File: src/sv/cfpv_pkg.sv
package cfpv_pkg;

    localparam int unsigned DEF_MAX_FRAME_BYTES = 256;
    localparam int unsigned FRAME_BYTES_W       = 9;
    localparam int unsigned CFG_INDEX_W         = 2;
    localparam int unsigned CFG_DATA_W          = 8;

    localparam logic [7:0]  HEADER_FIRST_RST  = 8'hA5;
    localparam logic [7:0]  HEADER_SECOND_RST = 8'h5A;
    localparam logic        CRC_ENABLE_RST    = 1'b1;
    localparam logic [15:0] CRC_INIT          = 16'hFFFF;
    localparam logic [15:0] CRC_POLY          = 16'hA001;
    localparam logic [9:0]  LEN_OVERHEAD      = 10'd5;

    // Configuration register indexes
    localparam logic [CFG_INDEX_W-1:0] REG_HEADER_FIRST  = 2'd0;
    localparam logic [CFG_INDEX_W-1:0] REG_HEADER_SECOND = 2'd1;
    localparam logic [CFG_INDEX_W-1:0] REG_CRC_ENABLE    = 2'd2;

    typedef enum logic [2:0] {
        ST_OK       = 3'd0,
        ST_HEADER   = 3'd1,
        ST_LENGTH   = 3'd2,
        ST_CRC      = 3'd3,
        ST_OVERLONG = 3'd4
    } status_t;

    typedef struct packed {
        logic [7:0] rx_byte;
        logic       frame_end;
    } cfpv_in_t;

    typedef struct packed {
        status_t                  status;
        logic [7:0]               command;
        logic [15:0]              var_address;
        logic [15:0]              var_value;
        logic [FRAME_BYTES_W-1:0] frame_bytes;
    } cfpv_out_t;

    typedef struct packed {
        logic [7:0] header_first;
        logic [7:0] header_second;
        logic       crc_enable;
    } cfpv_cfg_t;

    // Reflected CRC-16 update over one byte, LSB first
    function automatic logic [15:0] crc16_byte(input logic [15:0] crc, input logic [7:0] b);
        logic [15:0] c;
        c = crc ^ {8'h00, b};
        for (int k = 0; k < 8; k++) begin
            if (c[0])
                c = (c >> 1) ^ CRC_POLY;
            else
                c = c >> 1;
        end
        return c;
    endfunction

endpackage

File: src/sv/cfpv_frame.sv
module cfpv_frame #(
    parameter int unsigned MAX_FRAME_BYTES = cfpv_pkg::DEF_MAX_FRAME_BYTES
) (
    input  logic                clk,
    input  logic                rst_n,
    input  cfpv_pkg::cfpv_cfg_t cfg,
    input  logic                accept,
    input  cfpv_pkg::cfpv_in_t  item,
    output logic                result_valid,
    output cfpv_pkg::cfpv_out_t result
);
    import cfpv_pkg::*;

    localparam int unsigned CNT_W = $clog2(MAX_FRAME_BYTES + 2);
    localparam logic [CNT_W-1:0] CNT_MAX  = CNT_W'(MAX_FRAME_BYTES);
    localparam logic [CNT_W-1:0] CNT_SAT  = CNT_W'(MAX_FRAME_BYTES + 1);
    localparam logic [CNT_W-1:0] POS_HDR0 = CNT_W'(0);
    localparam logic [CNT_W-1:0] POS_HDR1 = CNT_W'(1);
    localparam logic [CNT_W-1:0] POS_LEN  = CNT_W'(2);
    localparam logic [CNT_W-1:0] POS_CMD  = CNT_W'(3);
    localparam logic [CNT_W-1:0] POS_ADR0 = CNT_W'(4);
    localparam logic [CNT_W-1:0] POS_ADR1 = CNT_W'(5);

    logic [CNT_W-1:0] count_reg,   count_next;
    logic             hdr_good_reg, hdr_good_next;
    logic [7:0]       length_reg,  length_next;
    logic [7:0]       command_reg, command_next;
    logic [15:0]      address_reg, address_next;
    logic [15:0]      crc_reg,     crc_next;
    logic [31:0]      tail_reg,    tail_next;

    logic [CNT_W-1:0] count_new;
    logic             hdr_good_new;
    logic [7:0]       length_new;
    logic [7:0]       command_new;
    logic [15:0]      address_new;
    logic [15:0]      crc_new;
    logic [31:0]      tail_new;
    logic [15:0]      rx_crc;
    logic [CNT_W-1:0] nbytes_sat;
    logic [7:0]       b;

    assign b = item.rx_byte;

    // Fold the current byte into the frame state
    always_comb
    begin
        hdr_good_new = hdr_good_reg;
        if ((count_reg == POS_HDR0 && b != cfg.header_first) ||
            (count_reg == POS_HDR1 && b != cfg.header_second))
            hdr_good_new = 1'b0;

        length_new  = (count_reg == POS_LEN) ? b : length_reg;
        command_new = (count_reg == POS_CMD) ? b : command_reg;
        address_new = address_reg;
        if (count_reg == POS_ADR0)
            address_new = {b, 8'h00};
        else if (count_reg == POS_ADR1)
            address_new = {address_reg[15:8], b};

        // hash the byte two back, keeping the CRC bytes out of the sum
        crc_new   = (count_reg >= POS_ADR1) ? crc16_byte(crc_reg, tail_reg[15:8]) : crc_reg;
        tail_new  = {tail_reg[23:0], b};
        count_new = (count_reg < CNT_SAT) ? count_reg + CNT_W'(1) : count_reg;
    end

    assign rx_crc     = {tail_new[7:0], tail_new[15:8]};
    assign nbytes_sat = (count_new > CNT_MAX) ? CNT_MAX : count_new;

    always_comb
    begin
        if (count_new > CNT_MAX)
            result.status = ST_OVERLONG;
        else if (!hdr_good_new || count_new < CNT_W'(2))
            result.status = ST_HEADER;
        else if ({2'b00, length_new} + LEN_OVERHEAD != 10'(count_new))
            result.status = ST_LENGTH;
        else if (cfg.crc_enable && rx_crc != crc_new)
            result.status = ST_CRC;
        else
            result.status = ST_OK;
        result.command     = command_new;
        result.var_address = address_new;
        result.var_value   = tail_new[31:16];
        result.frame_bytes = FRAME_BYTES_W'(nbytes_sat);
    end

    assign result_valid = accept & item.frame_end;

    always_comb
    begin
        count_next    = count_reg;
        hdr_good_next = hdr_good_reg;
        length_next   = length_reg;
        command_next  = command_reg;
        address_next  = address_reg;
        crc_next      = crc_reg;
        tail_next     = tail_reg;
        if (accept) begin
            if (item.frame_end) begin
                // clear for the next frame
                count_next    = '0;
                hdr_good_next = 1'b1;
                length_next   = '0;
                command_next  = '0;
                address_next  = '0;
                crc_next      = CRC_INIT;
                tail_next     = '0;
            end else begin
                count_next    = count_new;
                hdr_good_next = hdr_good_new;
                length_next   = length_new;
                command_next  = command_new;
                address_next  = address_new;
                crc_next      = crc_new;
                tail_next     = tail_new;
            end
        end
    end

    always_ff @(posedge clk or negedge rst_n)
    begin
        if (!rst_n) begin
            count_reg    <= '0;
            hdr_good_reg <= 1'b1;
            length_reg   <= '0;
            command_reg  <= '0;
            address_reg  <= '0;
            crc_reg      <= CRC_INIT;
            tail_reg     <= '0;
        end else begin
            count_reg    <= count_next;
            hdr_good_reg <= hdr_good_next;
            length_reg   <= length_next;
            command_reg  <= command_next;
            address_reg  <= address_next;
            crc_reg      <= crc_next;
            tail_reg     <= tail_next;
        end
    end

`ifndef ASSERT_OFF
    a_count_bound: assert property (@(posedge clk) disable iff (!rst_n)
        count_reg <= CNT_SAT)
        else $error("byte count past saturation");
    a_end_clears: assert property (@(posedge clk) disable iff (!rst_n)
        (accept && item.frame_end) |=> (count_reg == '0 && crc_reg == CRC_INIT))
        else $error("frame state not cleared after frame end");
    a_hdr_fall: assert property (@(posedge clk) disable iff (!rst_n)
        $fell(hdr_good_reg) |-> ($past(count_reg) == POS_HDR0 || $past(count_reg) == POS_HDR1))
        else $error("header flag dropped outside header bytes");
`endif

endmodule

File: src/sv/cfpv_out_buf.sv
module cfpv_out_buf (
    input  logic                clk,
    input  logic                rst_n,
    input  logic                push,
    input  cfpv_pkg::cfpv_out_t push_data,
    output logic                can_push,
    output logic                out_valid,
    input  logic                out_ready,
    output cfpv_pkg::cfpv_out_t out_data
);
    import cfpv_pkg::*;

    logic      main_valid_reg, main_valid_next;
    logic      skid_valid_reg, skid_valid_next;
    cfpv_out_t main_reg, main_next;
    cfpv_out_t skid_reg, skid_next;
    logic      take;

    assign take      = main_valid_reg & out_ready;
    assign can_push  = ~skid_valid_reg;
    assign out_valid = main_valid_reg;
    assign out_data  = main_reg;

    always_comb
    begin
        main_valid_next = main_valid_reg;
        skid_valid_next = skid_valid_reg;
        main_next       = main_reg;
        skid_next       = skid_reg;
        if (take || !main_valid_reg) begin
            if (skid_valid_reg) begin
                // advance the skid entry, refill skid from the new result
                main_next       = skid_reg;
                main_valid_next = 1'b1;
                skid_next       = push_data;
                skid_valid_next = push;
            end else begin
                main_next       = push_data;
                main_valid_next = push;
            end
        end else if (push) begin
            skid_next       = push_data;
            skid_valid_next = 1'b1;
        end
    end

    always_ff @(posedge clk or negedge rst_n)
    begin
        if (!rst_n) begin
            main_valid_reg <= 1'b0;
            skid_valid_reg <= 1'b0;
        end else begin
            main_valid_reg <= main_valid_next;
            skid_valid_reg <= skid_valid_next;
        end
    end

    always_ff @(posedge clk)
    begin
        main_reg <= main_next;
        skid_reg <= skid_next;
    end

`ifndef ASSERT_OFF
    a_skid_order: assert property (@(posedge clk) disable iff (!rst_n)
        skid_valid_reg |-> main_valid_reg)
        else $error("skid entry held with empty output register");
    a_no_overrun: assert property (@(posedge clk) disable iff (!rst_n)
        (push && skid_valid_reg) |-> take)
        else $error("result pushed into a full buffer");
    a_skid_moves: assert property (@(posedge clk) disable iff (!rst_n)
        (skid_valid_reg && take) |=> (main_valid_reg && main_reg == $past(skid_reg)))
        else $error("skid entry not advanced on transfer");
`endif

endmodule

File: src/sv/crc_framed_packet_validator.sv
// Output: a frame's result is registered into the output register, or into the
//   skid entry when the output register cannot take it, on the transfer of its last byte.
// Throughput: one byte per cycle unless both output entries are full; the
//   byte-wide CRC-16 update is unrolled in the state logic, and a two-entry
//   output buffer keeps input moving while a result waits.
// Reset (rst_n, async low): config returns to 0xA5 / 0x5A / CRC on, frame state clears.
module crc_framed_packet_validator #(
    parameter int unsigned MAX_FRAME_BYTES = cfpv_pkg::DEF_MAX_FRAME_BYTES
) (
    input  logic                                   clk,
    input  logic                                   rst_n,
    // byte input
    input  logic                                   in_valid,
    output logic                                   in_ready,
    input  cfpv_pkg::cfpv_in_t                     in_data,
    // frame result output
    output logic                                   out_valid,
    input  logic                                   out_ready,
    output cfpv_pkg::cfpv_out_t                    out_data,
    // configuration write port
    input  logic                                   cfg_we,
    input  logic [cfpv_pkg::CFG_INDEX_W-1:0]       cfg_index,
    input  logic [cfpv_pkg::CFG_DATA_W-1:0]        cfg_data
);
    import cfpv_pkg::*;

    cfpv_cfg_t cfg_reg, cfg_next;
    logic      accept;
    logic      result_valid;
    cfpv_out_t result;
    logic      can_push;

    // Register decode; writes to an unused index drop silently
    always_comb
    begin
        cfg_next = cfg_reg;
        if (cfg_we) begin
            unique case (cfg_index)
                REG_HEADER_FIRST:  cfg_next.header_first  = cfg_data;
                REG_HEADER_SECOND: cfg_next.header_second = cfg_data;
                REG_CRC_ENABLE:    cfg_next.crc_enable    = cfg_data[0];
                default:           cfg_next = cfg_reg;
            endcase
        end
    end

    always_ff @(posedge clk or negedge rst_n)
    begin
        if (!rst_n) begin
            cfg_reg.header_first  <= HEADER_FIRST_RST;
            cfg_reg.header_second <= HEADER_SECOND_RST;
            cfg_reg.crc_enable    <= CRC_ENABLE_RST;
        end else begin
            cfg_reg <= cfg_next;
        end
    end

    // Hold input only when both output entries are full
    assign in_ready = can_push;
    assign accept   = in_valid & in_ready;

    // Per-frame tracking: header, length, command, address, CRC and tail bytes
    cfpv_frame #(
        .MAX_FRAME_BYTES (MAX_FRAME_BYTES)
    ) u_frame (
        .clk          (clk),
        .rst_n        (rst_n),
        .cfg          (cfg_reg),
        .accept       (accept),
        .item         (in_data),
        .result_valid (result_valid),
        .result       (result)
    );

    // Output register plus skid entry
    cfpv_out_buf u_out_buf (
        .clk       (clk),
        .rst_n     (rst_n),
        .push      (result_valid),
        .push_data (result),
        .can_push  (can_push),
        .out_valid (out_valid),
        .out_ready (out_ready),
        .out_data  (out_data)
    );

`ifndef ASSERT_OFF
    a_result_from_end: assert property (@(posedge clk) disable iff (!rst_n)
        ($rose(out_valid)) |-> $past(accept && in_data.frame_end))
        else $error("result appeared without a frame end transfer");
    a_out_hold: assert property (@(posedge clk) disable iff (!rst_n)
        (out_valid && !out_ready) |=> (out_valid && $stable(out_data)))
        else $error("stalled result changed");
    a_status_range: assert property (@(posedge clk) disable iff (!rst_n)
        out_valid |-> (out_data.frame_bytes <= FRAME_BYTES_W'(MAX_FRAME_BYTES)))
        else $error("frame byte count above maximum");
`endif

endmodule
File: config.mk
export PLATFORM = sky130hd
export DESIGN_NAME = crc_framed_packet_validator
export DESIGN_NICKNAME = d
export VERILOG_FILES = /design/src/sv/cfpv_pkg.sv /design/src/sv/cfpv_frame.sv /design/src/sv/cfpv_out_buf.sv /design/src/sv/crc_framed_packet_validator.sv
export SDC_FILE = /design/constraint.sdc
export NUM_CORES = 1
export LEC_CHECK = 0
export BUFFER_PORTS_ARGS = -buffer_cell sky130_fd_sc_hd__buf_2
export CORE_ASPECT_RATIO = 0.7
export CORE_MARGIN = 3
export CORE_UTILIZATION = 55
export CTS_CLUSTER_DIAMETER = 30
export DETAILED_ROUTE_END_ITERATION = 12
export PLACE_DENSITY = 0.74
export SLEW_MARGIN = 20
export SYNTH_ARGS = -nofsm -noshare
export SYNTH_HDL_FRONTEND = slang
export SYNTH_HIERARCHICAL = 1
export SYNTH_SLANG_ARGS = --single-unit
File: constraint.sdc
create_clock -name clk -period 11.5 [get_ports clk]
set_clock_uncertainty 0.05 [all_clocks]
set_input_delay 2.3 -clock clk [delete_from_list [all_inputs] [get_ports clk]]
set_output_delay 2.3 -clock clk [all_outputs]
set_load 0.02 [all_outputs]
# After elaboration in Yosys (flattened, before gate mapping)

Index checks and enable logic that the tools add are counted.

$add $sub $neg: 2
$lt $le $gt $ge: 4
Reduce and logical (&&, ||, !) cells: 15
Mux-type cells: 35
Equal/unequal tests: 12
Bitwise gates (word level): 13

Operator list:

| kind                                                                                 | count |
|---|---|
| 52-bit two-way mux                                                                   | 4 |
| 16-bit two-way mux                                                                   | 12 |
| 8-bit two-way mux                                                                    | 5 |
| 9-bit two-way mux                                                                    | 3 |
| 24-bit two-way mux                                                                   | 1 |
| 2-bit NOT with 3-bit output                                                          | 8 |
| 9-bit by 2-bit == test with 1-bit output (second input constant)                     | 2 |
| 9-bit by 3-bit == test with 1-bit output (second input constant)                     | 2 |
| 16-bit inequality test                                                               | 1 |
| 8-bit inequality test                                                                | 2 |
| 16-bit by 8-bit bitwise XOR with 16-bit output                                       | 1 |
| 10-bit by 9-bit inequality test with 1-bit output                                    | 1 |
| 8-bit by 3-bit adder with 9-bit output (second input constant)                       | 1 |
| 9-bit by 1-bit adder with 9-bit output (second input constant)                       | 1 |
| 9-bit by 1-bit == test with 1-bit output (second input constant)                     | 1 |
| 9-bit by 3-bit greater-or-equal comparator with 1-bit output (second input constant) | 1 |
| 9-bit > comparator (second input constant)                                           | 1 |
| 9-bit zero test                                                                      | 1 |
| 9-bit by 2-bit less-than comparator with 1-bit output (second input constant)        | 1 |
| 9-bit less-than comparator (second input constant)                                   | 1 |
| 3-bit two-way mux                                                                    | 3 |
| 2-bit AND reduction                                                                  | 4 |
| 1-bit two-way mux                                                                    | 6 |
| 1-bit AND                                                                            | 3 |
| 10 further kinds                                                                     | 15 |

Bits of input ports: 24
Register bits after elaboration: 205

# Logic depth before layout (Yosys ltp)

Depth after elaboration: 26
Depth in mapped cells: 18
Gate-level depth less buffers: 16

# Cells and area by module

Netlist, hierarchy kept.

By module, submodules not included:

| module                      | area each (µm²) | instances | cells each | sequential area each (µm²) |
|---|---|---|---|---|
| cfpv_frame                  | 5426.5          | 1         | 576        | 2073.2 |
| cfpv_out_buf                | 4001.3          | 1         | 170        | 3173.0 |
| crc_framed_packet_validator | 671.9           | 1         | 38         | 436.7 |

# Least setup slack after synthesis

OpenSTA, ideal clock, no wires.

Kind: input-to-reg
Start point: input port in_data[1] (netlist name)
End point: register u_out_buf.main_reg, in the netlist u_out_buf/out_data[49] (data pin)
Data arrival time: 4446 ps
Stages: 12
Path slack: 6744 ps
Buffers on the path: 1
Data required time: 11190 ps
Path through: clkbuf_1 > mux2i_1 > inv_1 > ha_1 > nor2_1 > mux2i_2 > nor2b_1 > a311oi_1 > nor3b_1 > o2111a_1 > a41o_1 > mux2_2

RTL lines:

| element              | line                              | text |
|---|---|---|
| start, declared      | crc_framed_packet_validator.sv:15 | `input cfpv_pkg::cfpv_in_t in_data,` |
| end signal, assigned | cfpv_out_buf.sv:60                | `main_reg <= main_next;` |
| end, declared        | cfpv_out_buf.sv:15                | `cfpv_out_t main_reg, main_next;` |

==> flow_summary_export.csv <==
group,metric,value,unit
status,status,"completed",
detailed_routing,ant_nets,0,
final_layout,antenna_cells,0,
power_and_ir_drop,powerDensity,237,nW/um^2
final_layout,layout.nets,870,
yosys,synth-seq-area-share,56.3,%
detailed_routing,routed_wl,23.4,mm
floorplan,num_io_pins,78,
placement,port_buffers,77,
power_and_ir_drop,p_sw_share,30.2,%
yosys,synth_top_area_cell,"edfxtp_1",
floorplan,die_w,168,um
yosys,synth.ff_latch_count,205,
power_and_ir_drop,vdd_ir_drop_max,0.132,mV
yosys,ys_warn_count,6,
timing,hold_viol,0,
floorplan,coreArea,17600,sq um
floorplan,start_util,57.5,%
global_routing,antenna_found_initial,0,
yosys,synth.distinct_cells,69,
yosys,syn_inst,784,
critical_path,rr_worst_depth,14,
global_routing,grtUsageTotal,23.5,%
run,max-cap-violations,0,
detailed_routing,met2_length,10.5,mm
timing,fmax,204,MHz
placement,dp_hpwl,15.1,mm
critical_path,crit_fanout,25,
power_and_ir_drop,internal-power,1.94,mW
critical_path,startpoint_type,"flip-flop",
placement,place.gp.congestion,0.860,
power_and_ir_drop,net-switching-power,0.840,mW
clock_network,cts_resized,0,
clock_network,cts_buffers,36,
power_and_ir_drop,power_frac_seq,35.8,%
critical_path,timing.rr.end,"u_out_buf/out_data[50]$_DFFE_PP_",
detailed_routing,wl_met3,1.61,mm
clock_network,cts-hold-fix-buffers,0,
power_and_ir_drop,leakagePower,4.88,nW
detailed_routing,drtPass1Iterations,5,
worst_hold_path,min_path_type,"flip-flop to flip-flop",
clock_network,postCtsSetupBuffers,0,
global_routing,grt_pass1_vias,6702,
yosys,synthMostInstantiatedCell,"edfxtp_1",
timing,drv_slew,0,
timing,layout_min_cycle_time,4.90,ns
yosys,syn_area,10100,sq um
critical_path,critical_path_class,"flip-flop to flip-flop",
yosys,synthFlopType,"edfxtp_1",
timing,finalSetupTns,0,ns
clock_network,clock_sinks,205,
floorplan,rows,40,
detailed_routing,vias_per_cell,6.03,
critical_path,critical_path.endpoint,"u_out_buf/out_data[50]$_DFFE_PP_",
final_layout,drive_gt1_share,31.2,%
final_layout,area_growth,16.1,%
clock_network,cts_buffer_depth,3,
timing,setup_viol,0,
critical_path,worst_ep_required_time,11.69,ns
critical_path,crit-reg2reg-launch,"u_frame/count_reg[3]$_DFFE_PN0P_",
clock_network,clk_latency,0.51,ns
yosys,synth-edff-count,104,
power_and_ir_drop,pwr-share-comb,25.2,%
clock_network,htreeDepth,2,
yosys,syn_avg_cell_area,12.9,sq um
clock_network,path_clk_slew,0.06,ns
yosys,ys_top_cells_by_area,"edfxtp_1, dfrtp_1, dfstp_2, mux2_2, mux2_4",
yosys,async_flop_share,49.3,%
detailed_routing,highest_layer,"met4",
critical_path,crit_path_end_kind,"flip-flop",
detailed_routing,wl_per_cell,21.2,um
timing,rsz0062_at_grt,"false",
worst_hold_path,hp-start,"u_frame/tail_reg[18]$_DFFE_PN0P_",
power_and_ir_drop,p_clk_share,39.0,%
final_layout,instances_no_fill,1100,
detailed_routing,drcViolationCount,0,
global_routing,overflow,0,
critical_path,arrival,5.09,ns
clock_network,cts_root_buf,"clkbuf_16",
placement,placedCellCount,1034,
yosys,synth_commonest_cells,"edfxtp_1, dfrtp_1, xnor2_1, mux2_2, nor2_1",
yosys,synth_top_cell_area_share,30.9,%
timing,min_period_over_period,42.6,%
global_routing,grt_first_pass_wirelength,37.5,mm
power_and_ir_drop,power,2.78,mW
timing,whs,0.426,ns
global_routing,grt_max_degree,66,
detailed_routing,dr_total_vias,6630,
timing,tightest_slew,0.990,ns
clock_network,cts_tree,"built",
critical_path,r2r_slack,6.60,ns
yosys,synth_fp_nets,813,
timing,slew_headroom,34.0,%
detailed_routing,m1WireLength,11.0,mm
floorplan,die_h,119,um
final_layout,post-route-util,66.7,%
floorplan,fp.dieArea,20100,sq um
detailed_routing,first_iter_violations,697,
critical_path,crit_path_start,"u_frame/count_reg[3]$_DFFE_PN0P_",
worst min-delay path by stage:
| stage | to | slack, ns | cells after the start |
|---|---|---|---|
| finish | u_out_buf/skid_reg[19]$_DFFE_PP_ | 0.43 | 0 |
| global route | u_out_buf/skid_reg[18]$_DFFE_PP_ | 0.44 | 0 |
| CTS | u_out_buf/skid_reg[19]$_DFFE_PP_ | 0.43 | 0 |
| detailed placement | u_out_buf/skid_reg[19]$_DFFE_PP_ | 0.42 | 0 |
| global placement | u_out_buf/skid_reg[23]$_DFFE_PP_ | 0.42 | 0 |
| floorplan | u_frame/tail_reg[16]$_DFFE_PN0P_ | 0.40 | 2 |
layout by cell type, fill, tap and decap left out, types with 27 or more instances in the layout:
master       n
xnor2_1     57
buf_2       76
inv_1       27
clkbuf_16   37
nand2_1     30
nor2_1      42
a22o_1      27
edfxtp_1   104
o21ai_0     34
a21oi_1     29
dfrtp_1     74
mux2_4      37
mux2_2      50
power groups by stage:
stage               clock network, mW  logic, mW  registers (mW)
floorplan                           0      0.509            1.02
global placement                    0      0.677           0.998
detailed placement                  0      0.689            1.00
CTS                              1.10      0.695           0.994
global route                     1.14      0.764            1.01
finish                           1.08      0.701           0.995
final cells by class:
cell class	instances	area, sq um
clock buffers	46	980
flip-flops and latches	205	5680
repair buffers	85	448
inverters	29	110
fillers	1258	5840
multi-input cells	484	3950
clock inverters	20	268
well taps	231	289
kinds of logic after synthesis:
| group | synth area share, % |
|---|---|
| compound gates | 11.4 |
| xor+xnor | 6.43 |
| fa+ha+maj | 0.731 |
| buf+inv | 4.67 |
| flops | 56.3 |
| mux | 13.2 |
| simple gates | 7.30 |
per-stage QoR:
stage,instance area (sq um),setup WS [ns]
final,11700,6.60
after global routing,11700,6.23
after global placement,10500,6.48
after floorplan,10100,6.74
after CTS,11700,6.64
after detailed placement,10500,6.38
worst max-delay path, cell delays in order, from the launching register on:
cell and delay [ns]:
dfrtp_1 0.48, or4_1 0.65, or4_1 0.98, mux2i_1 0.46, inv_1 0.08, ha_1 0.25
o21ai_0 0.21, xor2_1 0.17, nand2_1 0.07, o21ai_0 0.15, xor2_1 0.10, nor4_1 0.31
o2111a_1 0.30, a21oi_1 0.10, mux2_2 0.29
routing by layer:
| layer | vias to the layer above | global-route usage [%] |
|---|---|---|
| met5 | - | 0 |
| met4 | 0 | 6.13 |
| met3 | 37 | 5.01 |
| met2 | 258 | 34.7 |
| met1 | 3332 | 35.3 |
| li1 | 3003 | - |
No activity file was read; power rests on OpenSTA's default activity.
